[src/hw/rtl/sliding_window_line_fit_macros.svh]
// assertion helpers, clock clk and reset arst_n taken from the enclosing module
`ifndef SLIDING_WINDOW_LINE_FIT_MACROS_SVH
`define SLIDING_WINDOW_LINE_FIT_MACROS_SVH

// same-cycle implication
`define SWLF_ASSERT_IMP(name, ante, cons, msg) \
	name: assert property (@(posedge clk) disable iff (!arst_n) (ante) |-> (cons)) \
		else $error(msg);

// next-cycle implication
`define SWLF_ASSERT_NXT(name, ante, cons, msg) \
	name: assert property (@(posedge clk) disable iff (!arst_n) (ante) |=> (cons)) \
		else $error(msg);

`endif

[src/hw/rtl/swlf_ram.sv]
`default_nettype none
module swlf_ram #(
	parameter int WIDTH = 8,
	parameter int DEPTH = 16
) (
	input  logic                     clk,
	input  logic                     we,
	input  logic [$clog2(DEPTH)-1:0] waddr,
	input  logic [WIDTH-1:0]         wdata,
	input  logic                     re,
	input  logic [$clog2(DEPTH)-1:0] raddr,
	output logic [WIDTH-1:0]         rdata
);
	logic [WIDTH-1:0] mem [DEPTH];

	always_ff @(posedge clk) begin
		if (we) begin
			mem[waddr] <= wdata;
		end
		if (re) begin
			rdata <= mem[raddr];
		end
	end
endmodule
`default_nettype wire

[config.mk]
export PLATFORM = sky130hd
export DESIGN_NAME = swlf_ram
export DESIGN_NICKNAME = d
export VERILOG_FILES = /design/src/hw/rtl/sliding_window_line_fit_macros.svh /design/src/hw/rtl/swlf_ram.sv
export SDC_FILE = /design/constraint.sdc
export NUM_CORES = 1
export LEC_CHECK = 0
export BUFFER_PORTS_ARGS = -buffer_cell sky130_fd_sc_hd__buf_4
export CAP_MARGIN = 10
export CORE_ASPECT_RATIO = 1.5
export CORE_MARGIN = 8
export CORE_UTILIZATION = 54
export DETAILED_ROUTE_END_ITERATION = 7
export PLACE_DENSITY = 0.79
export SYNTH_ARGS = -nofsm -noshare
export SYNTH_HDL_FRONTEND = slang
export SYNTH_SLANG_ARGS = --single-unit
[constraint.sdc]
create_clock -name clk -period 1.7 [get_ports clk]
set_clock_uncertainty 0.05 [all_clocks]
set_input_delay 0.255 -clock clk [delete_from_list [all_inputs] [get_ports clk]]
set_output_delay 0.255 -clock clk [all_outputs]
set_load 0.02 [all_outputs]
**Yosys cells after proc, flatten, opt, wreduce, memory -nomap -nowiden**

Memories as Yosys holds them, arrays and structs flattened. A register that Yosys moved wholly into a read port is not among the register bits.
Cells that the tools add are included.

- Bits in registers: 0
- Memory bits (writable): 128
- Bits of input ports: 19
- Output and inout bits: 8
- Memories: 1
- Logic and storage cells: 3

- Muxes and demuxes: 2

Memories:

| name | words | width | read ports | clocked after Yosys merged registers in | write ports | line | RTL |
|---|---|---|---|---|---|---|---|
| mem | 16 | 8 | 1 | 1 | 1 | swlf_ram.sv:14 | `logic [WIDTH-1:0] mem [DEPTH];` |

Operator list:

| operator | count |
|---|---|
| 1-bit two-way mux | 2 |

**Longest topological paths before layout**

- Depth after elaboration: 2
- Mapped depth: 5
- Mapped depth without buffers: 3

**Worst setup path before layout**

Ideal clock, no wire load.

- Path kind: input to register
- Start: input waddr[2]
- End: memory mem[0][0] (enable)
- Required time: 1267 ps
- Buffers on the path: 0
- Library setup time: 383 ps
- Arrival: 1365 ps
- Path slack: -98 ps
- Cell stages on the path: 2
- Cell sequence: or3b_2 nor3_1

RTL lines:

| element | line | RTL |
|---|---|---|
| start, declared | swlf_ram.sv:8 | `input logic [$clog2(DEPTH)-1:0] waddr,` |
| end, declared | swlf_ram.sv:14 |  |

Straight into the memory's write port.

==> results.ini <==
[worst_hold_path]
min_path_type = in2reg
holdPathStages = 1

[clock_network]
cts_tree = done
numCtsBuffers = 17
clk_latency_ns = 0.41
cts.clk_slew.worst_paths_ns = 0.05
clock-sinks = 136
clockBufferDepth = 2
hold_buffers = 0
cts_setup_buffers = 0
htree_num_levels = 4
cts-root-buf = clkbuf_16
post_cts.resized_instances = 0

[drt]
wl_met2_um = 5630
drt-initial-drc-count = 162
remaining_drc_errors = 0
ant_nets = 0
dr.pass1.iters = 4
drt-total-wl_um = 10100
met3_length_um = 505
via_per_inst = 5.97
wl_met1_um = 3690
wl_per_cell_um = 24.1
highest_layer = met4
via_count = 2512

[global_routing]
grt-ovfl-total = 0
grt_max_degree = 17
track_usage_pct = 16.9
antenna_found_initial = 0
grt_pass1_wl_um = 15200
grt_pass1_vias = 2734

[floorplanning]
fp.dieArea_sq_mm = 0.0132
start_util_pct = 54.6
die-height_um = 137
ios = 27
core_sq_mm = 0.00958
num_rows = 44
fp.dieW_um = 96.3

[flow_run]
drv_cap = 0

[sta]
setup_viol = 0
rsz0062_at_grt = false
finalMaxSlewViolations = 0
worst_pin_slew_ns = 0.375
final_hold_viol_count = 0
min_period_over_period_pct = 92.2
max_freq_mhz = 638
tns_ns = 0
hold_ws_ns = 0.0824
relSlewSlack_pct = 75.0
fin_crit_ns = 1.57

[synthesis]
synth_seq_cells = 136
yosys.area_share.simple_pct = 3.14
seq_area_frac_synth_pct = 78.1
synth_cell_types = 18
synthXorXnorAreaFrac_pct = 0
synthAdderAreaFrac_pct = 0
muxShareOfSynthArea_pct = 14.8
syn_nets = 248
ys_warn_count = 0
synth_top_family_by_area = multiplexers
postSynthAreaPerCell_sq_um = 22.8
synth_compound_area_share_pct = 2.30
synth_area_sq_mm = 0.00523
synthCells = 229

[cells_and_area]
fill_cells = 622
area_growth_pct = 20.0
utilization_pct = 65.5
final_nets = 314
final_layout_size_suffix_gt1_share_pct = 31.7
antennaDiodeCount = 0
final_common_cell = edfxtp_1
final_cell_mix = edfxtp_1 (136), buf_4 (51), mux4_2 (18)
final_area_sq_mm = 0.00627

[power]
p_total_mw = 7.18
p_leak_nw = 2.16
power_per_cell_area_mw_per_mm2 = 1150
peakVddDrop_mv = 0.887

[critical_path]
worstSetupStartpointType = flip-flop
end_kind = flip-flop
reg2regPathDepth = 3
critPathArrivalTime_ns = 1.68
critPathMaxFanout = 1
critPathKind = reg2reg
cp.required_ns = 1.82

[place]
dpl.hpwl_um = 6930
dpl-instance-area_sq_mm = 0.00579
place_congestion = 0.809
port_buffers = 26

[run_status]
status = completed

state kept, by name (all words and copies together) (netlist names):
register	flops
rdata	8
mem	128
per-layer routing:
| layer | track usage (%) | vias up |
|---|---|---|
| met3 | 5.16 | 24 |
| met5 | 0 | - |
| met2 | 28.3 | 93 |
| li1 | - | 1115 |
| met4 | 11.2 | 0 |
| met1 | 17.8 | 1280 |
path summary, 6_finish.rpt:
path,from,endpoint,slack [ns]
setup / recovery,mem[1][2],rdata[2],0.13
hold / removal,re,rdata[2],0.08
setup reg to reg,mem[1][2],rdata[2],0.13
hold reg to reg,mem[15][2],rdata[2],0.71
cell type report:
class	instances	area [sq um]	area share, %
clock buffer	22	444	7.08
clock inverter	8	33.8	0.539
multi-input combinational	83	1060	16.9
sequential	136	4080	65.1
tap	115	144	2.29
timing repair buffer	57	503	8.02
worst max-delay path: stages, from the launching register on:
cell and delay, ns:
edfxtp_1 0.36, mux4_1 0.57, a22oi_1 0.27, nand2_1 0.08
cells in the mapped netlist:
cell type	count	area (sq um)
edfxtp_1	136	4080
and2_1	1	6.26
nor3_1	4	20.0
buf_2	3	15.0
or3b_2	1	8.76
and2b_1	1	7.51
mux4_1	14	368
nor2b_1	1	6.26
clkdlybuf4s25_2	3	30.0
a22oi_1	16	120
nand3b_1	2	15.0
nand2_1	9	33.8
nand2b_1	2	12.5
mux4_2	18	405
buf_6	3	33.8
buf_4	1	7.51
nor2_1	13	48.8
nand3_1	1	5.00
per-stage QoR:
| step | worst slack (ns) | cells |
|---|---|---|
| final | 0.132 | 421 |
| after global routing | 0.0898 | 421 |
| after CTS | 0.113 | 421 |
| after detailed placement | -0.0962 | 391 |
| after global placement | -0.0627 | 391 |
| after floorplan | 0.113 | 229 |
power by group:
group	internal (mW)	total, mW	switching (mW)
registers	3.78	3.80	0.0209
logic	0.195	0.411	0.216
clock network	1.80	2.97	1.16
kinds of logic after synthesis:
kind of cell           after synthesis
DFF                                136
and+or+nand+nor                     35
muxes                               32
AOI/OAI and AO/OA                   16
buffers and inverters               10
Note: power is estimated with default switching activity, not from simulation.
