[src/hw/rtl/sliding_window_line_fit_macros.svh]
// assertion helpers, clock clk and reset arst_n taken from the enclosing module
`ifndef SLIDING_WINDOW_LINE_FIT_MACROS_SVH
`define SLIDING_WINDOW_LINE_FIT_MACROS_SVH

// same-cycle implication
`define SWLF_ASSERT_IMP(name, ante, cons, msg) \
	name: assert property (@(posedge clk) disable iff (!arst_n) (ante) |-> (cons)) \
		else $error(msg);

// next-cycle implication
`define SWLF_ASSERT_NXT(name, ante, cons, msg) \
	name: assert property (@(posedge clk) disable iff (!arst_n) (ante) |=> (cons)) \
		else $error(msg);

`endif

[src/hw/rtl/swlf_pkg.sv]
`default_nettype none
package swlf_pkg;
	localparam int MAX_WINDOW  = 1024;
	localparam int IDX_W       = $clog2(MAX_WINDOW);
	localparam int CNT_W       = IDX_W + 1;
	localparam int CFG_W       = 11;
	localparam int WL_RESET    = 1000;
	localparam int FUNC_W      = 2;
	localparam int SAMPLE_BITS = 16;
	localparam int OFF_W       = SAMPLE_BITS + 1;
	localparam int FRAC_BITS   = 16;
	localparam int SUM_W       = 28;
	localparam int SQ_W        = 45;
	localparam int RES_W       = 32;
	// working width of products, numerator and denominator
	localparam int DW          = 60;
	localparam int MB_W        = 32;
	localparam int QW          = DW + FRAC_BITS;
	localparam int ADD_W       = DW + 2;
	localparam int STEP_W      = $clog2(QW + 1);

	localparam logic signed [DW-1:0] SAT_HI = DW'(64'sh7fff_ffff);
	localparam logic signed [DW-1:0] SAT_LO = DW'(-64'sh8000_0000);

	typedef enum logic [FUNC_W-1:0] {
		FUNC_INSERT = 2'd0,
		FUNC_EVAL   = 2'd1,
		FUNC_CLEAR  = 2'd2
	} func_t;

	typedef enum logic {
		OP_MUL = 1'b0,
		OP_DIV = 1'b1
	} op_t;

	typedef struct packed {
		logic start;
		op_t  op;
	} unit_cmd_t;

	typedef struct packed {
		logic busy;
		logic done;
	} unit_sts_t;

	function automatic logic signed [RES_W-1:0] sat32(input logic signed [DW-1:0] v);
		logic signed [RES_W-1:0] r;
		if (v > SAT_HI) begin
			r = RES_W'(SAT_HI);
		end else if (v < SAT_LO) begin
			r = RES_W'(SAT_LO);
		end else begin
			r = RES_W'(v);
		end
		return r;
	endfunction

	function automatic logic [DW-1:0] abs_dw(input logic signed [DW-1:0] v);
		logic [DW-1:0] r;
		if (v[DW-1]) begin
			r = DW'(-v);
		end else begin
			r = DW'(v);
		end
		return r;
	endfunction
endpackage
`default_nettype wire

[src/hw/rtl/swlf_unit.sv]
`default_nettype none
module swlf_unit import swlf_pkg::*; (
	input  logic                 clk,
	input  logic                 arst_n,
	input  unit_cmd_t            cmd,
	output unit_sts_t            sts,
	input  logic signed [DW-1:0] acc_init,
	input  logic signed [DW-1:0] mcand,
	input  logic [MB_W-1:0]      mplier,
	input  logic [QW-1:0]        dividend,
	input  logic [DW-1:0]        divisor,
	output logic signed [DW-1:0] prod,
	output logic [QW-1:0]        quot
);
	logic                 busy_q;
	logic                 done_q;
	op_t                  op_q;
	logic [STEP_W-1:0]    step_q;
	logic signed [DW-1:0] acc_q;
	logic signed [DW-1:0] md_q;
	logic [MB_W-1:0]      mr_q;
	logic [DW-1:0]        rem_q;
	logic [DW-1:0]        dvs_q;
	logic [QW-1:0]        dq_q;

	logic [ADD_W-1:0] add_a;
	logic [ADD_W-1:0] add_b;
	logic [ADD_W-1:0] add_s;
	logic             add_sub;
	logic             last;

	// one adder: shift-add multiply or restoring divide
	always_comb begin
		unique case (op_q)
			OP_MUL: begin
				add_a   = ADD_W'(acc_q);
				add_b   = ADD_W'(md_q);
				// top multiplier bit carries negative weight
				add_sub = (step_q == STEP_W'(MB_W - 1));
				last    = (step_q == STEP_W'(MB_W - 1));
			end
			OP_DIV: begin
				add_a   = {1'b0, rem_q, dq_q[QW-1]};
				add_b   = {2'b00, dvs_q};
				add_sub = 1'b1;
				last    = (step_q == STEP_W'(QW - 1));
			end
			default: begin
				add_a   = '0;
				add_b   = '0;
				add_sub = 1'b0;
				last    = 1'b1;
			end
		endcase
		add_s = add_a + (add_b ^ {ADD_W{add_sub}}) + ADD_W'(add_sub);
	end

	always_ff @(posedge clk or negedge arst_n) begin
		if (!arst_n) begin
			busy_q <= 1'b0;
			done_q <= 1'b0;
			op_q   <= OP_MUL;
			step_q <= '0;
		end else begin
			done_q <= 1'b0;
			if (cmd.start) begin
				busy_q <= 1'b1;
				op_q   <= cmd.op;
				step_q <= '0;
			end else if (busy_q) begin
				step_q <= step_q + STEP_W'(1);
				if (last) begin
					busy_q <= 1'b0;
					done_q <= 1'b1;
				end
			end
		end
	end

	always_ff @(posedge clk) begin
		if (cmd.start) begin
			acc_q <= acc_init;
			md_q  <= mcand;
			mr_q  <= mplier;
			rem_q <= '0;
			dq_q  <= dividend;
			dvs_q <= divisor;
		end else if (busy_q) begin
			unique case (op_q)
				OP_MUL: begin
					if (mr_q[0]) begin
						acc_q <= add_s[DW-1:0];
					end
					md_q <= md_q <<< 1;
					mr_q <= mr_q >> 1;
				end
				OP_DIV: begin
					rem_q <= add_s[ADD_W-1] ? add_a[DW-1:0] : add_s[DW-1:0];
					dq_q  <= {dq_q[QW-2:0], ~add_s[ADD_W-1]};
				end
				default: begin
					acc_q <= acc_q;
				end
			endcase
		end
	end

	assign prod     = acc_q;
	assign quot     = dq_q;
	assign sts.busy = busy_q;
	assign sts.done = done_q;
endmodule
`default_nettype wire

[config.mk]
export PLATFORM = sky130hd
export DESIGN_NAME = swlf_unit
export DESIGN_NICKNAME = d
export VERILOG_FILES = /design/src/hw/rtl/sliding_window_line_fit_macros.svh /design/src/hw/rtl/swlf_pkg.sv /design/src/hw/rtl/swlf_unit.sv
export SDC_FILE = /design/constraint.sdc
export NUM_CORES = 1
export LEC_CHECK = 0
export CAP_MARGIN = 0
export CORE_ASPECT_RATIO = 0.8
export CORE_UTILIZATION = 55
export DETAILED_ROUTE_END_ITERATION = 10
export DONT_BUFFER_PORTS = 1
export PLACE_DENSITY = 0.68
export SKIP_CTS_REPAIR_TIMING = 1
export SLEW_MARGIN = 20
export SYNTH_ARGS = -nofsm -noshare
export SYNTH_HDL_FRONTEND = slang
export SYNTH_SLANG_ARGS = --single-unit
[constraint.sdc]
create_clock -name clk -period 7.9 [get_ports clk]
set_input_delay 0.395 -clock clk [delete_from_list [all_inputs] [get_ports clk]]
set_output_delay 0.395 -clock clk [all_outputs]
set_load 0.005 [all_outputs]
Yosys cells after proc, flatten, opt, wreduce, memory -nomap -nowiden
Cells that the tools add are included.

$add $sub $neg: 3. $mul: 0. Divide/modulo/power cells: 0. $lt $le $gt $ge: 0. Equal/unequal tests: 3. Shift operators: 0. Multiplexer cells: 26. Bitwise operators: 3. Reduce and logical (&&, ||, !) cells: 7.

Operators with widths (number): 2-to-1 mux 60 bit (8); one-hot mux 62 bit (2 select lines) (2); 2-to-1 mux 76 bit (3); 2-to-1 mux 32 bit (3); adder 62 x 1 -> 62 bit (1); adder 62 bit (1); bitwise XOR 62 bit (1); 2-to-1 mux 7 bit (2); adder 7 x 1 -> 7 bit, second input constant (1); == test 7 x 5 -> 1 bit, second input constant (1); == test 7 bit, second input constant (1); 2-to-1 mux 1 bit (6); AND reduction 2 bit (3); nonzero test 2 bit (3); one-hot mux 1 bit (2 select lines) (2); AND reduction 3 bit (1); != test 2 bit, second input constant (1); inverter 1 bit (2).

Bits in registers: 358. Bits in latches: 0. RAM bits: 0. Bits in read-only memories: 0. Input port bits: 292. Output and inout bits: 138. Word-level logic and storage cells: 52. Memories: 0.

Depth between registers and ports, before layout
Gate-level depths: netlist of the first run.

Word-level depth: 9. Depth in mapped cells: 21. Mapped depth without buffers: 18.

Worst setup path before layout of the first run
OpenSTA, ideal clock, no wires.

Kind: input -> register. Start: in cmd[1] in the netlist's numbering. End: reg acc_q[0] (netlist: prod[0]), enable pin. Library setup time: 422 ps. Arrival: 4912 ps. Required time: 7478 ps. Setup slack: 2566 ps. Cell stages on the path: 6. Buffers on the path: 4. Cell sequence: clkbuf_1 -> clkbuf_1 -> clkbuf_1 -> clkbuf_1 -> a21o_1 -> o21a_1.

Word-level cells in the longest chain between the ends: 2. Elaborated cells between the ends (all ways): 4. Those cells by class: 1 x eq/ne; 3 x reduce/logical.

RTL lines: start, declared (RTL line swlf_unit.sv:5) `input unit_cmd_t cmd,`; != test 2 bit (no line) / nonzero test 2 bit (equally long branches); AND reduction 3 bit (no line) (*); end signal, assigned (RTL line swlf_unit.sv:82) `acc_q <= acc_init;`; end signal, assigned (RTL line swlf_unit.sv:92) `acc_q <= add_s[DW-1:0];`; end signal, assigned (RTL line swlf_unit.sv:102) `acc_q <= acc_q;`; end, declared (RTL line swlf_unit.sv:19) `logic signed [DW-1:0] acc_q;`.

Mark *: on every way between the ends. The rest lies on a longest branch, timed or not. A chain may end at the register's enable or synchronous reset.

Final worst setup path of the first run
Start: reg step_q[0]. End: reg rem_q[32].

Word-level cells in the longest chain between the ends: 6.

RTL lines: start, declared (RTL line swlf_unit.sv:18) `logic [STEP_W-1:0] step_q;`; start signal, assigned (RTL line swlf_unit.sv:71) `step_q <= step_q + STEP_W'(1);`; == test 7 x 5 -> 1 bit (*) (RTL line swlf_unit.sv:39) `add_sub = (step_q == STEP_W'(MB_W - 1));`; one-hot mux 1 bit (2 select lines) (*) (RTL line swlf_unit.sv:34) `unique case (op_q)`; bitwise XOR 62 bit (RTL line swlf_unit.sv:55) `add_s = add_a + (add_b ^ {ADD_W{add_sub}}) + ADD_W'(add_sub);`; adder 62 bit (RTL line swlf_unit.sv:55); adder 62 x 1 -> 62 bit (*) (RTL line swlf_unit.sv:55); 2-to-1 mux 60 bit (*) (RTL line swlf_unit.sv:98) `rem_q <= add_s[ADD_W-1] ? add_a[DW-1:0] : add_s[DW-1:0];`; end signal, assigned (RTL line swlf_unit.sv:98); end, declared (RTL line swlf_unit.sv:22) `logic [DW-1:0] rem_q;`.

Marked as above.

==> flow_summary.ini, run 1 <==
[die]
die_w_um = 213
core_area_um2 = 34900
chipHeight_um = 171
ios = 430
start_util_pct = 56.2
row_count = 61
dieArea_um2 = 36400

[timing]
hold_violations = 0
rsz0062_at_grt = no
fmax_mhz = 161
slew_viol_final = 0
tightest_slew_ns = 1.02
fin_skew_ns = 0.0196
finalSetupViolCount = 0
slew_headroom_pct = 31.9
setup_slack_ns = 1.67
post-route-period-util_pct = 78.9
period_minus_slack_ns = 6.23
finalSetupTns_ns = 0

[worst_setup_path]
worstPathCellList = ha_1 > nand2_1 > nor3_2 > buf_4 > xor2_1 > nand2_1 > o21ai_0 > ha_1 > nand2_1 > o21ai_0 > or3_1 > o311ai_2 > o31a_1 > o211ai_2 > a31oi_4 > xnor2_4 > buf_4 > mux2i_1 > o21ai_1
reg2reg_from = step_q[0]
end_kind = flip-flop
critPathTopFamily = compound AO/OA/AOI/OAI gates
cpMaxStageDelayCell = xnor2_4
cp.required_ns = 8.31
crit_top_cell = nand2_1
startpoint_type = flip-flop
cp-startpoint = step_q[0]
cp_max_fo = 37
path_depth = 19
path_buf_inv = 2
critical_path_arrival_ns = 6.63
path_class = flip-flop to flip-flop
reg2reg_depth = 19
cpPeakStageDelay_ns = 0.81

[global_route]
grt_pass1_vias = 12300
grt-ovfl-total = 0
antenna_found_initial = 4
gr-usage-all-layers_pct = 26.5
grt_max_degree = 327
grt_pass1_wl_um = 73100

[drt]
via_per_inst = 5.98
wire_per_inst_um = 22.9
vias = 13000
drt_iter0_markers = 943
finalWirelength_um = 49800
drtAntennaViolNets = 0
remaining_drc_errors = 0
first_pass_iters = 5

[clocking]
numCtsBuffers = 37
cts_tree = built
clk_path_buf_depth = 3
root_buffer = clkbuf_16
clock-sinks = 358
clk_pin_slew_ns = 0.06
htreeDepth = 2
clk-insertion-delay-late_ns = 0.54

[power]
p_leak_nw = 8.38
power_density_nw_per_um2 = 346
vdd_drop_max_mv = 0.203

[synthesis]
syn_area_um2 = 19600
ys_types = 65
yosysTopAreaCellShare_pct = 44.1
synth_edf_count = 288
ys_async_sr_fraction_pct = 2.79
yosysTopAreaCell = edfxtp_1
ys.flop_type = edfxtp_1
yosys_warnings = 0
ys_seq_area_share_pct = 51.6
postSynthAreaPerCell_um2 = 11.8
synthesis.nets = 2017
ys_ff_latch = 358
synthTopCellsByArea = edfxtp_1 (44%), mux2_2 (15%), dfxtp_1 (6.1%), ha_1 (4.3%), xor2_1 (3.9%)
post_synth_inst_count = 1657

[cells_and_area]
design_area_um2 = 21800
layout.nets = 2034
drive_gt1_share_pct = 20.3
area_delta_synth_final_pct = 11.2

[placement]
place_ws_ns = 1.67
port_buffers = 0
place_area_um2 = 19900
hpwl_um = 35200
gp_congestion = 0.924

[run]
cap_violations = 0

[hold_path]
worstHoldStart = acc_init[16]
hold_path_class = primary input to flip-flop
whs_path_depth = 2

[run_status]
outcome = completed
[flip-flops by register name (all words and copies together) (netlist names), 7 cells and up]
signal  count
dvs_q      60
mr_q       32
rem_q      60
step_q      7
quot       76
prod       60
md_q       60
[metrics by stage]
| stage | total power [mW] | std cells | util [%] | hold slack, ns |
|---|---|---|---|---|
| 2_1_floorplan | 5.03 | 1657 | - | 0.0994 |
| 3_3_place_gp | 5.66 | 2044 | 57.1 | 0.0999 |
| 3_5_place_dp | 5.72 | 2044 | 57.1 | 0.0999 |
| 4_1_cts | 7.54 | 2112 | 60.6 | -0.484 |
| 5_1_grt | 7.98 | 2177 | 62.4 | 0.00484 |
| 6_report | 7.54 | 2177 | 62.4 | 0.0485 |
[per-layer routing]
| layer | GRT usage [%] | vias to the layer above | routed length (um) |
|---|---|---|---|
| li1 | - | 6204 | - |
| met1 | 36.8 | 6279 | 22400 |
| met2 | 40.0 | 441 | 22700 |
| met3 | 6.83 | 84 | 3600 |
| met4 | 9.07 | 2 | 1150 |
| met5 | 0 | - | 13 |
[cells in the final DEF, fill, tap and decap left out, types with 9 or more instances in the layout]
| cell | netlist | routed |
|---|---|---|
| o21a_1 | 11 | 10 |
| xnor2_1 | 34 | 34 |
| mux2i_1 | 49 | 49 |
| mux2_2 | 258 | 258 |
| xor2_1 | 88 | 88 |
| buf_4 | 5 | 11 |
| o21ai_0 | 135 | 135 |
| nor3_1 | 19 | 17 |
| nand2_1 | 177 | 177 |
| clkbuf_16 | 0 | 39 |
| inv_1 | 19 | 17 |
| o21bai_1 | 15 | 15 |
| a21o_1 | 34 | 33 |
| ha_1 | 67 | 67 |
| dlygate4sd3_1 | 0 | 63 |
| nor2_1 | 47 | 47 |
| dfxtp_1 | 60 | 60 |
| edfxtp_1 | 288 | 288 |
| dfrtp_1 | 10 | 9 |
| nand4_1 | 17 | 17 |
| a21oi_1 | 69 | 68 |
| o21ai_1 | 40 | 40 |
| a32oi_1 | 15 | 15 |
[cells by family after synthesis]
logic type               after synthesis  synth area share (%)
AO/OA/AOI/OAI                        380                  11.9
flip-flops                           358                  51.6
multiplexers                         307                  17.3
AND/OR/NAND/NOR                      306                  6.84
XOR/XNOR                             123                  5.59
buffers and inverters                115                  2.36
adder cells (fa/ha/maj)               68                  4.38
[cell usage after synthesis, types with 15 or more instances]
cell / number
a21o_1: 34
a21oi_1: 69
a32oi_1: 15
clkbuf_1: 76
dfxtp_1: 60
edfxtp_1: 288
ha_1: 67
inv_1: 19
mux2_2: 258
mux2i_1: 49
nand2_1: 177
nand4_1: 17
nor2_1: 47
nor3_1: 19
o21ai_0: 135
o21ai_1: 40
o21bai_1: 15
xnor2_1: 34
xor2_1: 88
[area by class of cell]
cell class              count  area (um^2)
clock buffers              50         1050
flip-flops and latches    358        10100
well taps                 472          591
clock inverters            18          191
diodes                      2         5.00
repair buffers             74          713
multi-input cells        1184         9060
inverters                  19         72.6
fillers                  2815        13100
[worst paths after layout]
kind | endpoint | slack, ns
setup / recovery | rem_q[32] | 1.67
hold / removal | prod[16] | 0.05
setup reg to reg | rem_q[32] | 1.67
hold reg to reg | rem_q[38] | 0.45
max in group asynchronous | op_q | 7.28
min in group asynchronous | step_q[2] | 0.25
[report_power, final]
| group | switching [mW] | internal (mW) |
|---|---|---|
| clock network | 0.742 | 1.06 |
| logic | 1.65 | 1.25 |
| registers | 0.298 | 2.54 |
| total | 2.69 | 4.85 |
Power figures use the tool's default switching activity.
==> run 2: changes to the inputs <==
PLACE_DENSITY = 0.71   (was 0.68)
clock period = 5 ns   (was 7.9 ns; I/O delays follow)
==> run 2 against run 1 <==
Net effect:
- wire length up 14%
- count of clock-buffer cells in the layout down 2
- first-iteration DRC count up 26%
- die area unchanged
- critical path type unchanged
- non-clock buffer count up 256
- total power up 68%
- setup slack worse by 1.5 ns
- via count up 11%
- critical endpoint is now prod[57]
- critical path depth up 2
==> flow_summary.ini, run 2 (same netlist as run 1, synthesis figures left out) <==
[timing]
tightest_slew_ns = 1.01
finalSetupTns_ns = 0
period_minus_slack_ns = 4.85
slew_headroom_pct = 32.7
finalSetupViolCount = 0
post-route-period-util_pct = 97.1
hold_violations = 0
fin_skew_ns = 0.0249
setup_slack_ns = 0.145
slew_viol_final = 0
fmax_mhz = 206

[clocking]
clk_pin_slew_ns = 0.07
numCtsBuffers = 38
htreeDepth = 2
root_buffer = clkbuf_16
clock-sinks = 358
clk_path_buf_depth = 3
cts_tree = built
clk-insertion-delay-late_ns = 0.55

[cells_and_area]
fin_cells = 2439
drive_gt1_share_pct = 19.9
final_cell_mix = edfxtp_1 (288), dlygate4sd3_1 (287), mux2_2 (258)
layout.nets = 2291
n_fill_cell = 2433
largest_reg_flops = 76
layout_commonest_cell = edfxtp_1
area_delta_synth_final_pct = 25.1

[drt]
vias = 14400
via_per_inst = 5.90
first_pass_iters = 5
finalWirelength_um = 56800
remaining_drc_errors = 0
wire_per_inst_um = 23.3
drtAntennaViolNets = 0
drt_iter0_markers = 1187

[worst_setup_path]
path_class = flip-flop to flip-flop
cp.required_ns = 5.27
end_kind = flip-flop
reg2reg_depth = 21
cpMaxStageDelayCell = a2111oi_0
worstPathCellList = ha_1 > nand2_1 > nor3_2 > buf_12 > buf_12 > xor2_1 > nand2_1 > o21ai_0 > ha_1 > a21o_1 > a21o_1 > a21o_1 > a2111oi_0 > nor3_1 > o21ai_0 > o211ai_4 > a21oi_1 > buf_4 > o31ai_1 > xnor2_1 > o21ai_0
cp_max_fo = 30
startpoint_type = flip-flop
cpPeakStageDelay_ns = 0.46
critical_path_arrival_ns = 5.12

[hold_path]
hold_path_class = primary input to flip-flop
whs_path_depth = 2

[global_route]
antenna_found_initial = 9
gr-usage-all-layers_pct = 27.3
grt-ovfl-total = 0
grt_pass1_vias = 12600
grt_max_degree = 327
grt_pass1_wl_um = 75300

[placement]
port_buffers = 0
place_ws_ns = 0.173
gp_congestion = 0.929
hpwl_um = 36800
dp.cells = 2073

[die]
dieArea_um2 = 36400
core_area_um2 = 34900
chipHeight_um = 171
start_util_pct = 56.2
die_w_um = 213
ios = 430
row_count = 61

[run_status]
outcome = completed

[power]
power_density_nw_per_um2 = 516
vdd_drop_max_mv = 0.334
p_leak_nw = 9.54
finalPower_mw = 12.7

[run]
cap_violations = 0
## run 2: power by group
part           internal (mW)  switching (mW)
clock network           1.71            1.30
logic                   2.30            2.84
registers               4.00           0.490
total                   8.02            4.63
## run 2: metrics by stage
stage          util, %  hold slack, ns  area, um^2
2_1_floorplan        -         -0.0456       19600
3_3_place_gp      58.0         -0.0448       20200
3_5_place_dp      58.0         -0.0448       20200
4_1_cts           61.8          -0.632       21500
5_1_grt           70.3          0.0154       24500
6_report          70.3          0.0127       24500
## run 2: cell type report
| type | count | area [um^2] | share of cell area [%] |
|---|---|---|---|
| flip-flops and latches | 358 | 10100 | 41.2 |
| repair buffers | 330 | 3340 | 13.6 |
| well taps | 472 | 591 | 2.41 |
| inverters | 19 | 72.6 | 0.296 |
| clock buffers | 48 | 1040 | 4.24 |
| clock inverters | 22 | 268 | 1.09 |
| diodes | 6 | 15.0 | 0.0613 |
| multi-input cells | 1184 | 9080 | 37.0 |
## run 2: per-layer routing
layer | vias to the layer above | global-route usage [%] | part of all wire [%]
met5 | - | 0 | 0.060
met4 | 6 | 8.35 | 2.4
met3 | 103 | 7.69 | 5.7
met2 | 499 | 41.3 | 48
met1 | 7054 | 38.0 | 44
li1 | 6722 | - | -
## run 2: critical path, delay by kind of cell (launching register included)
| kind | cells | cell delay, ns |
|---|---|---|
| XOR/XNOR | 2 | 0.56 |
| AND/OR/NAND/NOR | 4 | 0.50 |
| AO/OA/AOI/OAI | 10 | 2.01 |
| buffers and inverters | 3 | 0.61 |
| flip-flops | 1 | 0.39 |
| adder cells (fa/ha/maj) | 2 | 0.48 |
## run 2: worst paths after layout
kind,start,endpoint,slack [ns]
max,step_q[0],prod[57],0.15
min,acc_init[14],prod[14],0.01
max reg2reg,step_q[0],prod[57],0.15
min reg2reg,rem_q[41],rem_q[41],0.44
max in group asynchronous,arst_n,op_q,4.43
min in group asynchronous,arst_n,step_q[0],0.14
